$ cat src/hw/rtl/crc16bs_pkg.sv
// ============================================================================
// crc16bs_pkg: shared types, constants and byte fold for the crc16 unit
// Holds the request record, the reset and seed constants and the byte-wise
// update of the reflected 0xA001 polynomial over the two 8-bit halves.
// ============================================================================
package crc16bs_pkg;

    localparam int unsigned BYTE_W = 8;
    localparam int unsigned CRC_W  = 16;

    localparam logic [CRC_W-1:0]  SEED_RESET  = 16'hFFFF;
    localparam logic [BYTE_W-1:0] HALF_RESET  = 8'hFF;
    localparam logic [CRC_W-1:0]  EMPTY_VALUE = 16'h0001;

    localparam logic [BYTE_W-1:0] POLY_MASK = 8'hC0;
    localparam logic [BYTE_W-1:0] HIGH_BIT  = 8'h80;

    // one input request as held in the input stage
    typedef struct packed {
        logic [BYTE_W-1:0] data_byte;
        logic              first_byte;
        logic              last_byte;
        logic              empty_msg;
    } crc16bs_req_t;

    // running value split into its two halves
    typedef struct packed {
        logic [BYTE_W-1:0] high;
        logic [BYTE_W-1:0] low;
    } crc16bs_halves_t;

    // fold one message byte into the halves, parity-trick form
    function automatic crc16bs_halves_t crc16bs_fold(
        input logic [BYTE_W-1:0] b,
        input crc16bs_halves_t   cur
    );
        logic [BYTE_W-1:0] s;
        logic [BYTE_W-1:0] h;
        logic [BYTE_W-1:0] l;
        logic              par;
        crc16bs_halves_t   res;
        s = b ^ cur.high;
        h = cur.low;
        if (s[1])
        begin
            h = h - HIGH_BIT;
        end
        if (s[0])
        begin
            h = h ^ POLY_MASK;
        end
        l = s >> 1;
        l = l ^ s;
        l = l >> 1;
        s = s ^ l;
        if (s[3])
        begin
            s = s - 8'd1;
        end
        if (s[6])
        begin
            s = s - 8'd1;
        end
        par = s[0];
        if (par)
        begin
            l = l ^ POLY_MASK;
        end
        h = h ^ {{(BYTE_W-1){1'b0}}, par};
        res.high = h;
        res.low  = l;
        return res;
    endfunction

endpackage

$ cat src/hw/rtl/crc16bs_core.sv
// ============================================================================
// crc16bs_core: running crc state, seed register and byte update
// Loads the halves from the seed on a first byte, folds the byte in and
// offers the value for the result register; empty messages leave state.
// ============================================================================
module crc16bs_core
    import crc16bs_pkg::*;
(
    input  logic              clk,
    input  logic              rst_n,
    input  logic              seed_we,
    input  logic [CRC_W-1:0]  seed_wdata,
    input  logic              step,
    input  crc16bs_req_t      req,
    output logic [CRC_W-1:0]  result_word
);

    logic [CRC_W-1:0] seed_reg;
    crc16bs_halves_t  halves_reg;
    crc16bs_halves_t  start_halves;
    crc16bs_halves_t  halves_next;

    // seed register, written whenever the enable is high
    always_ff @(posedge clk or negedge rst_n)
    begin
        if (!rst_n)
        begin
            seed_reg <= SEED_RESET;
        end
        else if (seed_we)
        begin
            seed_reg <= seed_wdata;
        end
    end

    // start point and byte fold
    always_comb
    begin
        if (req.first_byte)
        begin
            start_halves.high = seed_reg[CRC_W-1:BYTE_W];
            start_halves.low  = seed_reg[BYTE_W-1:0];
        end
        else
        begin
            start_halves = halves_reg;
        end
        halves_next = crc16bs_fold(req.data_byte, start_halves);
    end

    // running halves update on every non-empty request
    always_ff @(posedge clk or negedge rst_n)
    begin
        if (!rst_n)
        begin
            halves_reg.high <= HALF_RESET;
            halves_reg.low  <= HALF_RESET;
        end
        else if (step && !req.empty_msg)
        begin
            halves_reg <= halves_next;
        end
    end

    // value offered to the result register
    assign result_word = req.empty_msg ? EMPTY_VALUE : {halves_next.high, halves_next.low};

    // empty request keeps the running value
    a_empty_keeps_state: assert property (
        @(posedge clk) disable iff (!rst_n)
        step && req.empty_msg |=> $stable(halves_reg)
    ) else $error("running crc changed on an empty message");

    // a folded request leaves the offered value in the state
    a_state_follows_fold: assert property (
        @(posedge clk) disable iff (!rst_n)
        step && !req.empty_msg |=> {halves_reg.high, halves_reg.low} == $past(result_word)
    ) else $error("running crc does not match the folded value");

    // idle cycles keep the running value
    a_idle_keeps_state: assert property (
        @(posedge clk) disable iff (!rst_n)
        !step |=> $stable(halves_reg)
    ) else $error("running crc changed without a request");

endmodule

$ cat src/hw/rtl/crc16bs_out_reg.sv
// ============================================================================
// crc16bs_out_reg: result register with valid/ready output handshake
// Captures a finished crc value and holds it until the consumer takes it.
// ============================================================================
module crc16bs_out_reg
    import crc16bs_pkg::*;
(
    input  logic             clk,
    input  logic             rst_n,
    input  logic             load,
    input  logic [CRC_W-1:0] load_word,
    output logic             out_valid,
    input  logic             out_ready,
    output logic [CRC_W-1:0] crc_value
);

    logic             valid_reg;
    logic [CRC_W-1:0] word_reg;

    // valid flag: set on load, cleared when taken
    always_ff @(posedge clk or negedge rst_n)
    begin
        if (!rst_n)
        begin
            valid_reg <= 1'b0;
        end
        else if (load)
        begin
            valid_reg <= 1'b1;
        end
        else if (out_ready)
        begin
            valid_reg <= 1'b0;
        end
    end

    // payload, no reset
    always_ff @(posedge clk)
    begin
        if (load)
        begin
            word_reg <= load_word;
        end
    end

    assign out_valid = valid_reg;
    assign crc_value = word_reg;

    // a held result is never overwritten
    a_no_overwrite: assert property (
        @(posedge clk) disable iff (!rst_n)
        valid_reg && !out_ready |-> !load
    ) else $error("result register overwritten while stalled");

endmodule

$ cat src/hw/rtl/crc16_bytewise_seeded_unit.sv
// ============================================================================
// crc16_bytewise_seeded_unit: byte-serial seeded crc-16 (reflected 0xA001)
// One message byte per request; a result request ends the message with
// the 16-bit value, an empty message returns the value 1.
// ============================================================================
//
//  channel   handshake              payload
//  -------   --------------------   -------------------------------------------
//  in        in_valid / in_ready    data_byte, first_byte, last_byte, empty_msg
//  out       out_valid / out_ready  crc_value
//  seed      seed_we                seed_wdata
//
//  one request per cycle unless a result request waits on a stalled output;
//  results pass the input register, then fold logic into the result register
//  the running halves are updated as a request leaves the input register,
//  so the next byte sees them in the following cycle
//  reset: seed and running halves 0xFFFF, both stages empty
//  a stalled result blocks only requests that produce a result; other bytes
//  keep flowing past it
//
module crc16_bytewise_seeded_unit
    import crc16bs_pkg::*;
(
    input  logic              clk,
    input  logic              rst_n,
    input  logic              seed_we,
    input  logic [CRC_W-1:0]  seed_wdata,
    input  logic              in_valid,
    output logic              in_ready,
    input  logic [BYTE_W-1:0] data_byte,
    input  logic              first_byte,
    input  logic              last_byte,
    input  logic              empty_msg,
    output logic              out_valid,
    input  logic              out_ready,
    output logic [CRC_W-1:0]  crc_value
);

    logic             s1_valid_reg;
    crc16bs_req_t     s1_req_reg;
    logic             s1_result;
    logic             s1_fire;
    logic             out_free;
    logic             in_fire;
    logic [CRC_W-1:0] result_word;

    // input stage advance control
    assign out_free  = !out_valid || out_ready;
    assign s1_result = s1_req_reg.empty_msg || s1_req_reg.last_byte;
    assign s1_fire   = s1_valid_reg && (!s1_result || out_free);
    assign in_ready  = !s1_valid_reg || s1_fire;
    assign in_fire   = in_valid && in_ready;

    // input stage valid
    always_ff @(posedge clk or negedge rst_n)
    begin
        if (!rst_n)
        begin
            s1_valid_reg <= 1'b0;
        end
        else if (in_ready)
        begin
            s1_valid_reg <= in_valid;
        end
    end

    // input stage payload
    always_ff @(posedge clk)
    begin
        if (in_fire)
        begin
            s1_req_reg.data_byte  <= data_byte;
            s1_req_reg.first_byte <= first_byte;
            s1_req_reg.last_byte  <= last_byte;
            s1_req_reg.empty_msg  <= empty_msg;
        end
    end

    // crc state and byte update
    crc16bs_core u_core (
        .clk         (clk),
        .rst_n       (rst_n),
        .seed_we     (seed_we),
        .seed_wdata  (seed_wdata),
        .step        (s1_fire),
        .req         (s1_req_reg),
        .result_word (result_word)
    );

    // result register
    crc16bs_out_reg u_out (
        .clk       (clk),
        .rst_n     (rst_n),
        .load      (s1_fire && s1_result),
        .load_word (result_word),
        .out_valid (out_valid),
        .out_ready (out_ready),
        .crc_value (crc_value)
    );

    // empty message yields the value 1 next cycle
    a_empty_value: assert property (
        @(posedge clk) disable iff (!rst_n)
        s1_fire && s1_req_reg.empty_msg |=> out_valid && crc_value == EMPTY_VALUE
    ) else $error("empty message did not produce the value 1");

    // a byte without result leaves the output side alone
    a_no_spurious_result: assert property (
        @(posedge clk) disable iff (!rst_n)
        s1_fire && !s1_result |=> out_valid == $past(out_valid && !out_ready)
    ) else $error("result appeared for a byte that ends no message");

    // back pressure only comes from a held request
    a_ready_when_empty: assert property (
        @(posedge clk) disable iff (!rst_n)
        !in_ready |-> s1_valid_reg && s1_result && out_valid && !out_ready
    ) else $error("input stalled without cause");

endmodule
$ cat config.mk
export PLATFORM = sky130hd
export DESIGN_NAME = crc16_bytewise_seeded_unit
export DESIGN_NICKNAME = d
export VERILOG_FILES = /design/src/hw/rtl/crc16bs_pkg.sv /design/src/hw/rtl/crc16bs_core.sv /design/src/hw/rtl/crc16bs_out_reg.sv /design/src/hw/rtl/crc16_bytewise_seeded_unit.sv
export SDC_FILE = /design/constraint.sdc
export NUM_CORES = 1
export LEC_CHECK = 0
export BUFFER_PORTS_ARGS = -buffer_cell sky130_fd_sc_hd__buf_2
export CORE_ASPECT_RATIO = 1.1
export CORE_MARGIN = 8
export CORE_UTILIZATION = 30
export CTS_CLUSTER_SIZE = 12
export DETAILED_ROUTE_END_ITERATION = 12
export GPL_TIMING_DRIVEN = 0
export PLACE_DENSITY = 0.58
export SLEW_MARGIN = 0
export SYNTH_ARGS = -nofsm -noshare
export SYNTH_HDL_FRONTEND = slang
export SYNTH_SLANG_ARGS = --single-unit
$ cat constraint.sdc
create_clock -name clk -period 2.4 [get_ports clk]
set_input_delay 0 -clock clk [delete_from_list [all_inputs] [get_ports clk]]
set_output_delay 0 -clock clk [all_outputs]
set_load 0.01 [all_outputs]
==> results.cfg <==
[logic_synthesis]
synthFlopType = dfstp_2
synth-compound-area-share_pct = 2.79
syn_inst = 181
seq_area_frac_synth_pct = 64.2
synth_top_family_by_area = multiplexers
synth_mux_area_share_pct = 14.1
ys_ff_latch = 61
synth_edf_count = 27
post_synth_and_or_nand_nor_area_fraction_pct = 6.19
syn-cell-area_sq_um = 2650
synth_most_common_cell = dfstp_2
synthTopCellsByCount = 32 x dfstp_2, 27 x edfxtp_1, 19 x mux2_2
ys_warn_count = 0
synth.avg_cell_area_sq_um = 14.6
synth_adder_area_share_pct = 0
async_reset_ff_share_pct = 55.7
synth_top_area_share_pct = 31.7
ys_top_cells_by_area = dfstp_2 32%, edfxtp_1 31%, mux2_2 8.1%
syn_nets = 213
synth_xor_area_share_pct = 10.4
yosysTopAreaCell = dfstp_2
synth_cell_type_count = 24

[power_and_ir_drop]
p_per_area_nw_per_um2 = 1000
p_leak_nw = 1.45
ir_drop_uv = 340

[floorplan]
core_area_sq_um = 8740
io-pin-count = 50
die_width_um = 106
start_util_pct = 30.3
fp.dieArea_sq_um = 12100
rows = 36
die_h_um = 115

[timing]
fin_crit_sh_pct = 95.3
fin_setup_tns_ns = 0
max_slew_margin_pct = 26.0
final-max-slew-violation-count = 0
rsz0062_at_grt = no
min_period_ns = 2.29
tightest_slew_ns = 1.11
hold_violations = 0
setup_slack_ns = 0.112
clock_skew_ns = 0.00969
fmaxAchievable_mhz = 437
setup_viol = 0
hold_slack_ns = 0.166

[critical_path]
slowest_stage = xnor3_1
slowest_delay_ns = 0.42
crit_fanout = 10
regToRegSetupSlack_ns = 0.11
cp_data_required_time_ns = 2.59
path_buf_inv = 2
path_cells = buf_6, buf_12, mux2i_1, xnor2_1, xor2_2, xnor2_2, xnor3_1, nor2_1
cp.arrival_ns = 2.48
start_kind = register
path_class = reg2reg
cp_top_family = XOR/XNOR gates
worst_setup_path_end_kind = register

[global_routing]
grt_pass1_vias = 1772
antenna_found_initial = 0
grt_max_degree = 35
overflow = 0
grt_pass1_wl_um = 8700
grt_usage_pct = 9.36

[clocking]
clock_path_buffers = 2
cts_buffers = 9
clkTransAtPathRegs_ns = 0.07
numClockSinks = 61
root_buffer = clkbuf_8
clkLatencyLatePin_ns = 0.34
cts_tree = yes
h-tree-depth = 3

[layout]
fin_area_sq_um = 3520
fin_nets = 303
final_util_pct = 40.3
drive_gt1_share_pct = 46.0
n_antenna_cell = 0
syn2layout_area_growth_pct = 32.9

[detailed_routing]
drc = 0
vias_per_cell = 4.06
drtAntennaViolNets = 0
drt_iter0_markers = 64
routed_wirelength_um = 5170
avgRoutedWirePerCell_um = 13.3
dr.pass1.iters = 4
vias = 1584

[placed_design]
port_buffers = 48
place_congestion = 0.757
dp_hpwl_um = 3860
placed_area_sq_um = 3030
post-place-ws_ns = 0.0415

[run]
max_cap_viol_count = 0

[min_path]
hold_class = in2reg

[outcome]
outcome = finished, final reports clean
## per-stage QoR
stage / instances / total power, W
finish: 390 / 0.00353
detailed placement: 343 / 0.00273
global placement: 343 / 0.00271
CTS: 389 / 0.00355
global route: 390 / 0.00374
floorplan: 181 / 0.00243
## kinds of logic after synthesis
family	Yosys count
compound gates	14
xor+xnor	23
buf+inv	10
flops	61
mux	35
simple gates	38
## path summary, 6_finish.rpt
| path | from | end | cells past startpoint |
|---|---|---|---|
| max | s1_req_reg[2] | u_out.crc_value[8] | 8 |
| min | seed_we | u_core.seed_reg[3] | 2 |
| max reg2reg | s1_req_reg[2] | u_out.crc_value[8] | 8 |
| min reg2reg | u_core.halves_reg[6] | u_core.halves_reg[6] | 2 |
| max in group asynchronous | rst_n | u_out.out_valid | 2 |
| min in group asynchronous | rst_n | s1_valid_reg | 2 |
## area by class of cell
cell class | count | area [sq um]
repair buffers | 79 | 548
fillers | 871 | 5220
clock inverters | 3 | 15.0
plain buffers | 9 | 57.6
multi-input cells | 110 | 905
well taps | 114 | 143
clock buffers | 13 | 149
inverters | 1 | 3.75
flip-flops and latches | 61 | 1700
## power breakdown
group          switching (W)  leakage (nW)  internal, W
registers          0.0000982         0.620      0.00147
clock network       0.000366        0.0872     0.000398
logic               0.000594         0.743     0.000606
total                0.00106          1.45      0.00247
## per-layer routing
| metal | track usage (%) | wire [um] |
|---|---|---|
| met1 | 10.8 | 2340 |
| met5 | 0 | 0 |
| met3 | 3.15 | 285 |
| met2 | 14.4 | 2440 |
| met4 | 6.48 | 113 |
## cell usage in the layout (no fill, tap or decap), drive strengths merged
| cell type | n |
|---|---|
| buf | 51 |
| clkbuf | 20 |
| clkinv | 3 |
| dfrtp | 2 |
| dfstp | 32 |
| dlygate4sd3 | 30 |
| edfxtp | 27 |
| inv | 1 |
| mux2 | 19 |
| mux2i | 16 |
| nand2 | 15 |
| nand2b | 1 |
| nand3b | 1 |
| nor2 | 15 |
| nor2b | 4 |
| o21ai | 14 |
| or2 | 2 |
| xnor2 | 16 |
| xnor3 | 1 |
| xor2 | 5 |
| xor3 | 1 |
## what timing repair did
action,in CTS,in global routing
setup buffers,0,1
hold buffers,30,0
setup endpoints to repair,0,12
resized for setup,0,3
hold endpoints to repair,31,0
Note: power is estimated with default switching activity, not from simulation.
